--- config.mk ---
export PLATFORM = sky130hd
export DESIGN_NAME = tile_id_to_atlas_rect
export DESIGN_NICKNAME = d
export VERILOG_FILES = /design/src/tidtar_pkg.sv /design/src/tile_id_to_atlas_rect.sv
export VERILOG_INCLUDE_DIRS = /design/src /design/src/src
export SDC_FILE = /design/constraint.sdc
export NUM_CORES = 2
export LEC_CHECK = 0
export ABC_CLOCK_PERIOD_IN_PS = 6900
export BUFFER_PORTS_ARGS = -buffer_cell sky130_fd_sc_hd__buf_2
export CORE_UTILIZATION = 60
export CTS_BUF_LIST = sky130_fd_sc_hd__clkbuf_8
export DETAILED_ROUTE_END_ITERATION = 8
export GPL_TIMING_DRIVEN = 0
export MAX_ROUTING_LAYER = met4
export PLACE_DENSITY = 0.84
export SKIP_CTS_REPAIR_TIMING = 1
export SYNTH_ARGS = -nofsm -noshare
export SYNTH_HDL_FRONTEND = slang
export SYNTH_SLANG_ARGS = --single-unit
--- constraint.sdc ---
create_clock -name clock -period 6.9 [get_ports clock]
set_input_delay 0.345 -clock clock [delete_from_list [all_inputs] [get_ports clock]]
set_output_delay 0.345 -clock clock [all_outputs]
set_load 0.05 [all_outputs]
--- src/assert_macros.svh ---
// Assertion macros for the RTL.
`ifndef ASSERT_MACROS_SVH
`define ASSERT_MACROS_SVH

// Implication checked on every clock edge outside reset.
`define ASSERT_IMPL(label, clk, rst, ante, cons, msg) \
   label: assert property (@(posedge clk) disable iff (rst) (ante) |-> cons) \
      else $error(msg);

// Expression that holds on every clock edge outside reset.
`define ASSERT_HOLD(label, clk, rst, expr, msg) \
   label: assert property (@(posedge clk) disable iff (rst) (expr)) \
      else $error(msg);

`endif

--- src/tidtar_pkg.sv ---
// Types, widths and codes for the tile id to atlas rectangle block.
package tidtar_pkg;

   localparam int NUM_SETS_DEF = 8;
   localparam int ID_BITS_DEF  = 16;

   localparam int SLOT_W     = 3;
   localparam int ACROSS_W   = 9;
   localparam int SIZE_W     = 9;
   localparam int MAP_W      = 10;
   localparam int DEST_W     = 18;
   localparam int SRC_W      = 24;
   localparam int EDGE_W     = 25;
   localparam int STATUS_W   = 2;
   localparam int CSR_IDX_W  = 2;
   localparam int CSR_DATA_W = 9;

   localparam logic [SIZE_W-1:0] TILE_SIZE_RST = 9'd32;

   typedef enum logic [STATUS_W-1:0] {
      STATUS_OK        = 2'd0,
      STATUS_NO_MATCH  = 2'd1,
      STATUS_NO_ACROSS = 2'd2
   } status_type;

   typedef enum logic {
      CMD_LOAD = 1'b0,
      CMD_MAP  = 1'b1
   } cmd_type;

   typedef enum logic [CSR_IDX_W-1:0] {
      CSR_TILE_WIDTH  = 2'd0,
      CSR_TILE_HEIGHT = 2'd1
   } csr_index_type;

endpackage

--- src/tile_id_to_atlas_rect.sv ---
// Top level: tileset table lookup and pipelined atlas rectangle generation.
//
//   channel  ports                      handshake
//   -------  -------------------------  --------------------------------------
//   input    start, busy, req_*         item taken at edge with start & !busy
//   result   rsp_valid, rsp_*           one-cycle strobe, no back-pressure
//   config   csr_wr_en, csr_index/wdata write at edge with csr_wr_en
//
// One item per cycle while busy is low. A map item passes the lookup register,
// the divider entry, the restoring divider (one quotient bit per stage), the
// source product register and the result register. Load items give no result.
// busy is reset delayed by one register. The receiver cannot stall.
`include "assert_macros.svh"

module tile_id_to_atlas_rect import tidtar_pkg::*; #(
   parameter int NUM_SETS = NUM_SETS_DEF,
   parameter int ID_BITS  = ID_BITS_DEF
) (
   input  logic                  clock,
   input  logic                  reset,
   input  logic                  start,
   output logic                  busy,
   input  logic                  req_cmd,
   input  logic [SLOT_W-1:0]     req_slot,
   input  logic [ID_BITS-1:0]    req_first_id,
   input  logic [ID_BITS-1:0]    req_end_id,
   input  logic [ACROSS_W-1:0]   req_tiles_across,
   input  logic [MAP_W-1:0]      req_map_row,
   input  logic [MAP_W-1:0]      req_map_column,
   input  logic [ID_BITS-1:0]    req_tile_id,
   output logic                  rsp_valid,
   output logic [DEST_W-1:0]     rsp_dest_x,
   output logic [DEST_W-1:0]     rsp_dest_y,
   output logic [SRC_W-1:0]      rsp_src_left,
   output logic [SRC_W-1:0]      rsp_src_top,
   output logic [EDGE_W-1:0]     rsp_src_right,
   output logic [EDGE_W-1:0]     rsp_src_bottom,
   output logic [SLOT_W-1:0]     rsp_set_slot,
   output logic [STATUS_W-1:0]   rsp_status,
   input  logic                  csr_wr_en,
   input  logic [CSR_IDX_W-1:0]  csr_index,
   input  logic [CSR_DATA_W-1:0] csr_wdata
);

   localparam int IDX_W   = (NUM_SETS > 1) ? $clog2(NUM_SETS) : 1;
   localparam int LAT     = ID_BITS + 4;
   localparam int REM_W   = ACROSS_W;
   localparam int DPROD_W = MAP_W + SIZE_W;
   localparam int LPROD_W = REM_W + SIZE_W;
   localparam int TOP_W   = (ID_BITS + SIZE_W > SRC_W) ? ID_BITS + SIZE_W : SRC_W;

   typedef struct packed {
      logic                hit;
      logic [SLOT_W-1:0]   slot;
      logic [ID_BITS-1:0]  first;
      logic [ACROSS_W-1:0] across;
      logic [ID_BITS-1:0]  id;
      logic [MAP_W-1:0]    row;
      logic [MAP_W-1:0]    col;
   } look_type;

   typedef struct packed {
      logic [STATUS_W-1:0] status;
      logic [SLOT_W-1:0]   slot;
      logic [ACROSS_W-1:0] across;
      logic [REM_W-1:0]    rem;
      logic [ID_BITS-1:0]  dq;
      logic [DEST_W-1:0]   dest_x;
      logic [DEST_W-1:0]   dest_y;
   } div_type;

   typedef struct packed {
      logic [STATUS_W-1:0] status;
      logic [SLOT_W-1:0]   slot;
      logic [SRC_W-1:0]    left;
      logic [SRC_W-1:0]    top;
      logic [DEST_W-1:0]   dest_x;
      logic [DEST_W-1:0]   dest_y;
   } prod_type;

   // configuration
   logic [SIZE_W-1:0] tile_width_ff;
   logic [SIZE_W-1:0] tile_height_ff;

   always_ff @(posedge clock) begin
      if (reset) begin
         tile_width_ff  <= TILE_SIZE_RST;
         tile_height_ff <= TILE_SIZE_RST;
      end else if (csr_wr_en) begin
         unique case (csr_index)
            CSR_TILE_WIDTH:  tile_width_ff  <= csr_wdata;
            CSR_TILE_HEIGHT: tile_height_ff <= csr_wdata;
            default: ;
         endcase
      end
   end

   logic busy_ff;

   always_ff @(posedge clock) begin
      busy_ff <= reset;
   end

   assign busy = busy_ff;

   logic accept;
   logic load_we;
   logic [IDX_W-1:0] widx;

   assign accept  = start && !busy_ff;
   assign load_we = accept && (req_cmd == CMD_LOAD)
                    && ({29'd0, req_slot} < 32'(NUM_SETS));
   assign widx    = IDX_W'(req_slot);

   // tileset table
   logic [NUM_SETS-1:0] set_valid_ff;
   logic [ID_BITS-1:0]  set_first_ff  [NUM_SETS];
   logic [ID_BITS-1:0]  set_end_ff    [NUM_SETS];
   logic [ACROSS_W-1:0] set_across_ff [NUM_SETS];

   always_ff @(posedge clock) begin
      if (reset) begin
         set_valid_ff <= '0;
      end else if (load_we) begin
         set_valid_ff[widx] <= 1'b1;
      end
   end

   always_ff @(posedge clock) begin
      if (load_we) begin
         set_first_ff[widx]  <= req_first_id;
         set_end_ff[widx]    <= req_end_id;
         set_across_ff[widx] <= req_tiles_across;
      end
   end

   // lookup: highest matching slot wins
   look_type look_in;
   look_type look_ff;
   logic     look_vld_ff;

   always_comb begin
      look_in        = '0;
      look_in.id     = req_tile_id;
      look_in.row    = req_map_row;
      look_in.col    = req_map_column;
      for (int i = 0; i < NUM_SETS; i++) begin
         if (set_valid_ff[i] && (req_tile_id >= set_first_ff[i])
             && (req_tile_id < set_end_ff[i])) begin
            look_in.hit    = 1'b1;
            look_in.slot   = SLOT_W'(i);
            look_in.first  = set_first_ff[i];
            look_in.across = set_across_ff[i];
         end
      end
   end

   always_ff @(posedge clock) begin
      if (reset) begin
         look_vld_ff <= 1'b0;
      end else begin
         look_vld_ff <= accept && (req_cmd == CMD_MAP);
      end
   end

   always_ff @(posedge clock) begin
      look_ff <= look_in;
   end

   // offset, status and destination products; divider entry
   div_type            div_in  [ID_BITS+1];
   div_type            div_ff  [ID_BITS+1];
   logic [ID_BITS:0]   div_vld_ff;
   logic [DPROD_W-1:0] dx_full;
   logic [DPROD_W-1:0] dy_full;

   always_comb begin
      dx_full = DPROD_W'(look_ff.col) * DPROD_W'(tile_width_ff);
      dy_full = DPROD_W'(look_ff.row) * DPROD_W'(tile_height_ff);
      div_in[0]        = '0;
      div_in[0].across = look_ff.across;
      div_in[0].dq     = look_ff.id - look_ff.first;
      div_in[0].dest_x = dx_full[DEST_W-1:0];
      div_in[0].dest_y = dy_full[DEST_W-1:0];
      if (!look_ff.hit) begin
         div_in[0].status = STATUS_NO_MATCH;
      end else begin
         div_in[0].slot = look_ff.slot;
         if (look_ff.across == '0) begin
            div_in[0].status = STATUS_NO_ACROSS;
         end else begin
            div_in[0].status = STATUS_OK;
         end
      end
   end

   for (genvar k = 1; k <= ID_BITS; k++) begin : g_div
      logic [REM_W:0] trial;
      logic [REM_W:0] diff;
      logic           ge;

      always_comb begin
         trial     = {div_ff[k-1].rem, div_ff[k-1].dq[ID_BITS-1]};
         diff      = trial - {1'b0, div_ff[k-1].across};
         ge        = trial >= {1'b0, div_ff[k-1].across};
         div_in[k] = div_ff[k-1];
         div_in[k].rem = ge ? diff[REM_W-1:0] : trial[REM_W-1:0];
         div_in[k].dq  = {div_ff[k-1].dq[ID_BITS-2:0], ge};
      end
   end

   for (genvar k = 0; k <= ID_BITS; k++) begin : g_div_reg
      always_ff @(posedge clock) begin
         div_ff[k] <= div_in[k];
      end
   end

   always_ff @(posedge clock) begin
      if (reset) begin
         div_vld_ff <= '0;
      end else begin
         div_vld_ff <= {div_vld_ff[ID_BITS-1:0], look_vld_ff};
      end
   end

   // source products
   prod_type           prod_in;
   prod_type           prod_ff;
   logic               prod_vld_ff;
   logic [LPROD_W-1:0] left_full;
   logic [TOP_W-1:0]   top_full;

   always_comb begin
      left_full      = LPROD_W'(div_ff[ID_BITS].rem) * LPROD_W'(tile_width_ff);
      top_full       = TOP_W'(div_ff[ID_BITS].dq) * TOP_W'(tile_height_ff);
      prod_in.status = div_ff[ID_BITS].status;
      prod_in.slot   = div_ff[ID_BITS].slot;
      prod_in.left   = SRC_W'(left_full);
      prod_in.top    = top_full[SRC_W-1:0];
      prod_in.dest_x = div_ff[ID_BITS].dest_x;
      prod_in.dest_y = div_ff[ID_BITS].dest_y;
   end

   always_ff @(posedge clock) begin
      if (reset) begin
         prod_vld_ff <= 1'b0;
      end else begin
         prod_vld_ff <= div_vld_ff[ID_BITS];
      end
   end

   always_ff @(posedge clock) begin
      prod_ff <= prod_in;
   end

   // result register
   logic                rsp_valid_ff;
   logic [DEST_W-1:0]   dest_x_ff;
   logic [DEST_W-1:0]   dest_y_ff;
   logic [SRC_W-1:0]    src_left_ff;
   logic [SRC_W-1:0]    src_top_ff;
   logic [EDGE_W-1:0]   src_right_ff;
   logic [EDGE_W-1:0]   src_bottom_ff;
   logic [SLOT_W-1:0]   set_slot_ff;
   logic [STATUS_W-1:0] status_ff;
   logic                ok;

   assign ok = (prod_ff.status == STATUS_OK);

   always_ff @(posedge clock) begin
      if (reset) begin
         rsp_valid_ff <= 1'b0;
      end else begin
         rsp_valid_ff <= prod_vld_ff;
      end
   end

   always_ff @(posedge clock) begin
      dest_x_ff     <= prod_ff.dest_x;
      dest_y_ff     <= prod_ff.dest_y;
      set_slot_ff   <= prod_ff.slot;
      status_ff     <= prod_ff.status;
      src_left_ff   <= ok ? prod_ff.left : '0;
      src_top_ff    <= ok ? prod_ff.top : '0;
      src_right_ff  <= ok ? EDGE_W'(prod_ff.left) + EDGE_W'(tile_width_ff) : '0;
      src_bottom_ff <= ok ? EDGE_W'(prod_ff.top) + EDGE_W'(tile_height_ff) : '0;
   end

   assign rsp_valid      = rsp_valid_ff;
   assign rsp_dest_x     = dest_x_ff;
   assign rsp_dest_y     = dest_y_ff;
   assign rsp_src_left   = src_left_ff;
   assign rsp_src_top    = src_top_ff;
   assign rsp_src_right  = src_right_ff;
   assign rsp_src_bottom = src_bottom_ff;
   assign rsp_set_slot   = set_slot_ff;
   assign rsp_status     = status_ff;

   `ASSERT_IMPL(a_map_latency, clock, reset, start && !busy && req_cmd == CMD_MAP, ##LAT rsp_valid, "map item lost")
   `ASSERT_IMPL(a_load_silent, clock, reset, start && !busy && req_cmd == CMD_LOAD, ##LAT !rsp_valid, "load item gave a result")
   `ASSERT_IMPL(a_err_zero, clock, reset, rsp_valid && rsp_status != STATUS_OK, (rsp_src_left == '0 && rsp_src_top == '0 && rsp_src_right == '0 && rsp_src_bottom == '0), "error result carries a rectangle")
   `ASSERT_HOLD(a_nomatch_slot, clock, reset, !(rsp_valid && rsp_status == STATUS_NO_MATCH) || rsp_set_slot == '0, "unmatched item carries a slot")

endmodule

=== After elaboration in Yosys (flattened, before gate mapping) ===
Memories as Yosys holds them, arrays and structs flattened.
Cells that the tools add are included.

* RAM bits: 1603
* Flip-flop bits (word level): 328
* Word-level logic and storage cells: 155
* Memories kept: 4

{| class="wikitable"
|+ Memories
! memory !! words !! bits a word !! rd ports !! clocked after Yosys merged registers in !! wr ports !! RTL line !! RTL
|-
| div_ff || 17 || 75 || 17 || 0 || 17 || tile_id_to_atlas_rect.sv:172 || <nowiki>div_type div_ff [ID_BITS+1];</nowiki>
|-
| set_end_ff || 8 || 16 || 8 || 0 || 1 || tile_id_to_atlas_rect.sv:118 || <nowiki>logic [ID_BITS-1:0] set_end_ff [NUM_SETS];</nowiki>
|-
| set_first_ff || 8 || 16 || 8 || 0 || 1 || tile_id_to_atlas_rect.sv:117 || <nowiki>logic [ID_BITS-1:0] set_first_ff [NUM_SETS];</nowiki>
|-
| set_across_ff || 8 || 9 || 8 || 0 || 1 || tile_id_to_atlas_rect.sv:119 || <nowiki>logic [ACROSS_W-1:0] set_across_ff [NUM_SETS];</nowiki>
|}

* Add/sub/neg operators: 19
* Multiply operators: 4
* Multiplexer cells: 31
* Eq/ne operators: 1
* Bitwise logic cells: 2
* Magnitude comparators: 34
* Reduce and logical (&&, ||, !) cells: 29

{| class="wikitable"
|+ Operators with widths
! operator !! number
|-
| $ge A10 B9 Y1 || 16
|-
| $mux W9 || 16
|-
| $sub A9 B9 Y9 || 16
|-
| $ge A16 B16 Y1 || 8
|-
| $lt A16 B16 Y1 || 8
|-
| $mux W28 || 3
|-
| $mux W27 || 2
|-
| $mul A10 B9 Y18 || 2
|-
| $mux W29 || 1
|-
| $mux W26 || 1
|-
| $add A24 B9 Y25 || 1
|-
| $mux W25 || 1
|-
| $mul A16 B9 Y24 || 1
|-
| $logic_and A1 B1 Y1 || 20
|-
| $add A18 B9 Y19 || 1
|-
| $mul A9 B9 Y18 || 1
|-
| $sub A16 B16 Y16 || 1
|-
| $logic_not A9 Y1 || 1
|-
| $or A8 B8 Y8 || 1
|-
| $reduce_or A7 Y1 || 1
|-
| $logic_not A2 Y1 || 2
|-
| $lt A3 B4 Y1 const B || 1
|-
| $mux W2 || 2
|-
| $reduce_and A2 Y1 || 2
|-
| 9 further kinds || 11
|}

=== Depth between registers and ports, before layout ===
An unclocked memory read counts as a cell.

* Depth in word-level cells: 12
* Depth in mapped cells: 22
* Mapped depth without buffers: 20

=== Least setup slack after synthesis ===
No wires, ideal clock.

* Kind: register -> register
* Start point: register tile_height_ff[2]
* End point: register prod_ff[58] (netlist bit)
* Cell stages (with the launch flop): 21
* Data required time: 6.828 ns
* Arrival time: 4.867 ns
* Setup slack: 1.961 ns
* Path through: dfxtp_1 -> clkbuf_1 -> clkbuf_1 -> nand2_1 -> fa_1 -> inv_1 -> fa_1 -> inv_1 -> fa_1 -> fa_1 -> inv_1 -> ha_1 -> o21a_1 -> o31a_1 -> o211ai_1 -> a21o_1 -> a21oi_1 -> o41ai_2 -> o2111ai_1 -> a21oi_1 -> xnor2_1

{| class="wikitable"
|+ RTL lines
! element !! RTL line !! RTL
|-
| from (decl) || tile_id_to_atlas_rect.sv:83 || <nowiki>logic [SIZE_W-1:0] tile_height_ff;</nowiki>
|-
| from (signal assigned) || tile_id_to_atlas_rect.sv:92 || <nowiki>CSR_TILE_HEIGHT: tile_height_ff <= csr_wdata;</nowiki>
|-
| to (signal assigned) || tile_id_to_atlas_rect.sv:253 || <nowiki>prod_ff <= prod_in;</nowiki>
|-
| to (decl) || tile_id_to_atlas_rect.sv:228 || <nowiki>prod_type prod_ff;</nowiki>
|}

==> impl_metrics.env <==
export IMPL_synth_top_area_share=0.4408
export IMPL_die_width_um=347.7
export IMPL_min_period_over_period=0.9001
export IMPL_pin_count=237
export IMPL_clkSlewWorstSetupHoldPaths_ps=70
export IMPL_cts_buffers_inserted=297
export IMPL_layout_filler_cells=7985
export IMPL_power_static_leakage_nw=36.75
export IMPL_ctsRootBufferMaster="sky130_fd_sc_hd__clkbuf_8"
export IMPL_dr_pass1_iters=6
export IMPL_grt_setup_unrepaired="false"
export IMPL_starting_utilization_of_the_core_area=0.6065
export IMPL_worstPathMaxFanout=10
export IMPL_post_route_min_period_ps=6211
export IMPL_finalInstanceArea_um2=81700
export IMPL_crit_arrival_ps=7070
export IMPL_postPlaceCellArea_um2=75060
export IMPL_power_density_cell_area_nw_per_um2=368.8
export IMPL_postSynthCellCount=6018
export IMPL_tritoncts="built"
export IMPL_detail_route_antenna_nets=0
export IMPL_die_area_um2=120900
export IMPL_antenna_violations_before_repair=3
export IMPL_placementRows=126
export IMPL_whs_ps=19.24
export IMPL_finalNetCount=7616
export IMPL_netlist_area_um2=71710
export IMPL_power_ir_vdd_worst_v=0.0002401
export IMPL_drc_errors=0
export IMPL_post_drt_via_cell_ratio=5.348
export IMPL_hold_class="primary input to register"
export IMPL_synth_top_cell_by_area="sky130_fd_sc_hd__dfxtp_1"
export IMPL_grt_overflow_total=0
export IMPL_tritoncts_sink_count=1907
export IMPL_vias_in_the_first_global_route=46620
export IMPL_clock_latency_reported_for_the_late_side_of_the_worst_skew_pair_ps=990
export IMPL_cts_htree_levels=5
export IMPL_slew_headroom=0.06610
export IMPL_routed_wirelength_mm=154.1
export IMPL_outcome="finished, final reports clean"
export IMPL_timing_setup_tns_ps=0
export IMPL_floorplan_core_area_um2=118200
export IMPL_async_flop_share=0
export IMPL_area_added_between_synthesis_and_finish_pct=13.93
export IMPL_ys_dominant_reg_cell="sky130_fd_sc_hd__dfxtp_1"
export IMPL_seq_area_frac_synth=0.5782
export IMPL_yosys_area_share_adder=0.1776
export IMPL_synth_compound_area_frac=0.07571
export IMPL_routed_wire_length_per_instance_um=18.33
export IMPL_synth_edf_count=328
export IMPL_clock_skew_final_ps=71.18
export IMPL_hold_viol_final=0
export IMPL_clock_path_buffers=4
export IMPL_fmaxAchievable_mhz=161.0
export IMPL_yosysMostFrequentCell="sky130_fd_sc_hd__dfxtp_1"
export IMPL_io_buffer_count=224
export IMPL_synth_yosys_warnings=0
export IMPL_post_synth_mux_area_share=0.006805
export IMPL_netlist_cell_type_count=78
export IMPL_worstSetupStartpointType="register"
export IMPL_timing_max_transition_violations_final=0
export IMPL_kind_of_end_point_of_the_critical_path="register"
export IMPL_ys_seq_elements=1907
export IMPL_per_instance_average_area_after_synthesis_um2=11.92
export IMPL_die_height_um=347.7
export IMPL_groute_usage_overall=0.2590
export IMPL_synth_xor_area_share=0.02369
export IMPL_ys_top_cells_by_area="sky130_fd_sc_hd__dfxtp_1, sky130_fd_sc_hd__edfxtp_1, sky130_fd_sc_hd__ha_1"
export IMPL_dp_hpwl_mm=105.9
export IMPL_synth_top_family_by_area="adder cells"
export IMPL_vias=44970
export IMPL_gpl_wtd_cong=0.9416
export IMPL_setup_violations_final=0
export IMPL_grt_max_degree=30
export IMPL_worst_margin_pin_slew_ps=1401
export IMPL_final_layout_size_suffix_gt1_frac=0.1066
export IMPL_drt_iter0_drc=2930
export IMPL_post_synth_and_or_nand_nor_area_fraction=0.08516
export IMPL_global_route_wire_length_before_repair_mm=238.3
export IMPL_crit_required_ps=7760
export IMPL_synth_commonest_cells="sky130_fd_sc_hd__dfxtp_1, sky130_fd_sc_hd__inv_1, sky130_fd_sc_hd__ha_1"
export IMPL_cap_viol_max_count=0
export IMPL_critPathKind="register to register"
-- layout by cell type (no fill, tap or decap), drive strengths merged, types with 53 or more instances in the layout --
cell and instances:
nor2 248, nor2b 96, nor3 53, and2 245, fa 278, ha 573, a21oi 303, o21ai 118
clkbuf 444, dlygate4sd3 103, nand2b 66, dfxtp 1579, edfxtp 328, a21o 131, inv 933, nand2 333
buf 278, xnor2 155
-- state kept, by name, summed over array words and instances (netlist names), 2 cells and up --
name	cells
div_ff	1257
set_end_ff	128
set_first_ff	128
prod_ff	83
set_across_ff	72
look_ff	56
rsp_src_bottom	25
rsp_src_top	24
rsp_src_right	19
rsp_dest_x	18
rsp_dest_y	18
rsp_src_left	18
div_vld_ff	17
div_in	9
tile_height_ff	9
tile_width_ff	9
set_valid_ff	8
rsp_set_slot	3
rsp_status	2
-- kinds of logic after synthesis --
| kind of cell | after synthesis |
|---|---|
| compound gates | 825 |
| xor+xnor | 194 |
| fa+ha+maj | 851 |
| buf+inv | 981 |
| flops | 1907 |
| mux | 45 |
| other cells | 1 |
| simple gates | 1214 |
-- worst max-delay path, cell delays in order (launching register included) --
cell and delay (ps):
sky130_fd_sc_hd__dfxtp_1 340, sky130_fd_sc_hd__clkbuf_1 610, sky130_fd_sc_hd__clkbuf_1 540, sky130_fd_sc_hd__nand2_1 170, sky130_fd_sc_hd__fa_1 540, sky130_fd_sc_hd__inv_1 50, sky130_fd_sc_hd__fa_1 500, sky130_fd_sc_hd__inv_1 50
sky130_fd_sc_hd__fa_1 480, sky130_fd_sc_hd__fa_1 550, sky130_fd_sc_hd__inv_1 50, sky130_fd_sc_hd__ha_1 350, sky130_fd_sc_hd__o21a_1 210, sky130_fd_sc_hd__o31a_1 130, sky130_fd_sc_hd__o211ai_1 230, sky130_fd_sc_hd__a21o_1 150
sky130_fd_sc_hd__a21oi_1 100, sky130_fd_sc_hd__o41ai_2 420, sky130_fd_sc_hd__o2111ai_1 200, sky130_fd_sc_hd__a21oi_1 210, sky130_fd_sc_hd__xnor2_1 210
-- path summary, 6_finish.rpt --
| kind | from | to | slack, ps | cells past startpoint |
|---|---|---|---|---|
| max reg2reg | tile_height_ff[1] | prod_ff[58] | 690 | 20 |
| max | tile_height_ff[1] | prod_ff[58] | 690 | 20 |
| min | req_map_row[2] | look_ff[12] | 20 | 2 |
| min reg2reg | div_ff[0][232] | div_ff[0][307] | 260 | 0 |
-- routing by layer --
| layer | track usage | part of all wire |
|---|---|---|
| met5 | - | 0 |
| met4 | 0.1393 | 0.051 |
| met3 | 0.04622 | 0.062 |
| met2 | 0.4493 | 0.51 |
| met1 | 0.2819 | 0.37 |
-- metrics by stage --
| stage | std cells | util | total power [mW] | setup slack [ps] |
|---|---|---|---|---|
| 6_report | 8409 | 0.6910 | 30.13 | 689.3 |
| 5_1_grt | 8408 | 0.6909 | 31.85 | 400.5 |
| 4_1_cts | 8302 | 0.6821 | 30.24 | 736.0 |
| 3_5_place_dp | 7803 | 0.6348 | 21.25 | 770.1 |
| 3_3_place_gp | 7789 | 0.6326 | 20.90 | 152.8 |
| 2_1_floorplan | 6029 | - | 19.36 | 1961 |
-- layout make-up --
type / count / area [um2] / area share
plain buffers: 141 / 635.6 / 0.007780
well taps: 1536 / 1922 / 0.02352
repair buffers: 341 / 2359 / 0.02887
clock buffers: 343 / 4721 / 0.05778
clock inverters: 156 / 879.6 / 0.01077
flip-flops and latches: 1907 / 41460 / 0.5075
multi-input cells: 3141 / 26560 / 0.3251
diodes: 4 / 10.01 / 0.0001225
inverters: 840 / 3153 / 0.03859
-- power by group --
group | leakage (nW) | total, mW | switching, mW | internal (mW)
sequential | 16.0 | 14.2 | 0.878 | 13.4
clock | 3.21 | 8.89 | 4.11 | 4.78
combinational | 17.5 | 7.00 | 3.99 | 3.01
total | 36.7 | 30.1 | 8.98 | 21.1
(Power assumes the default switching activity.)
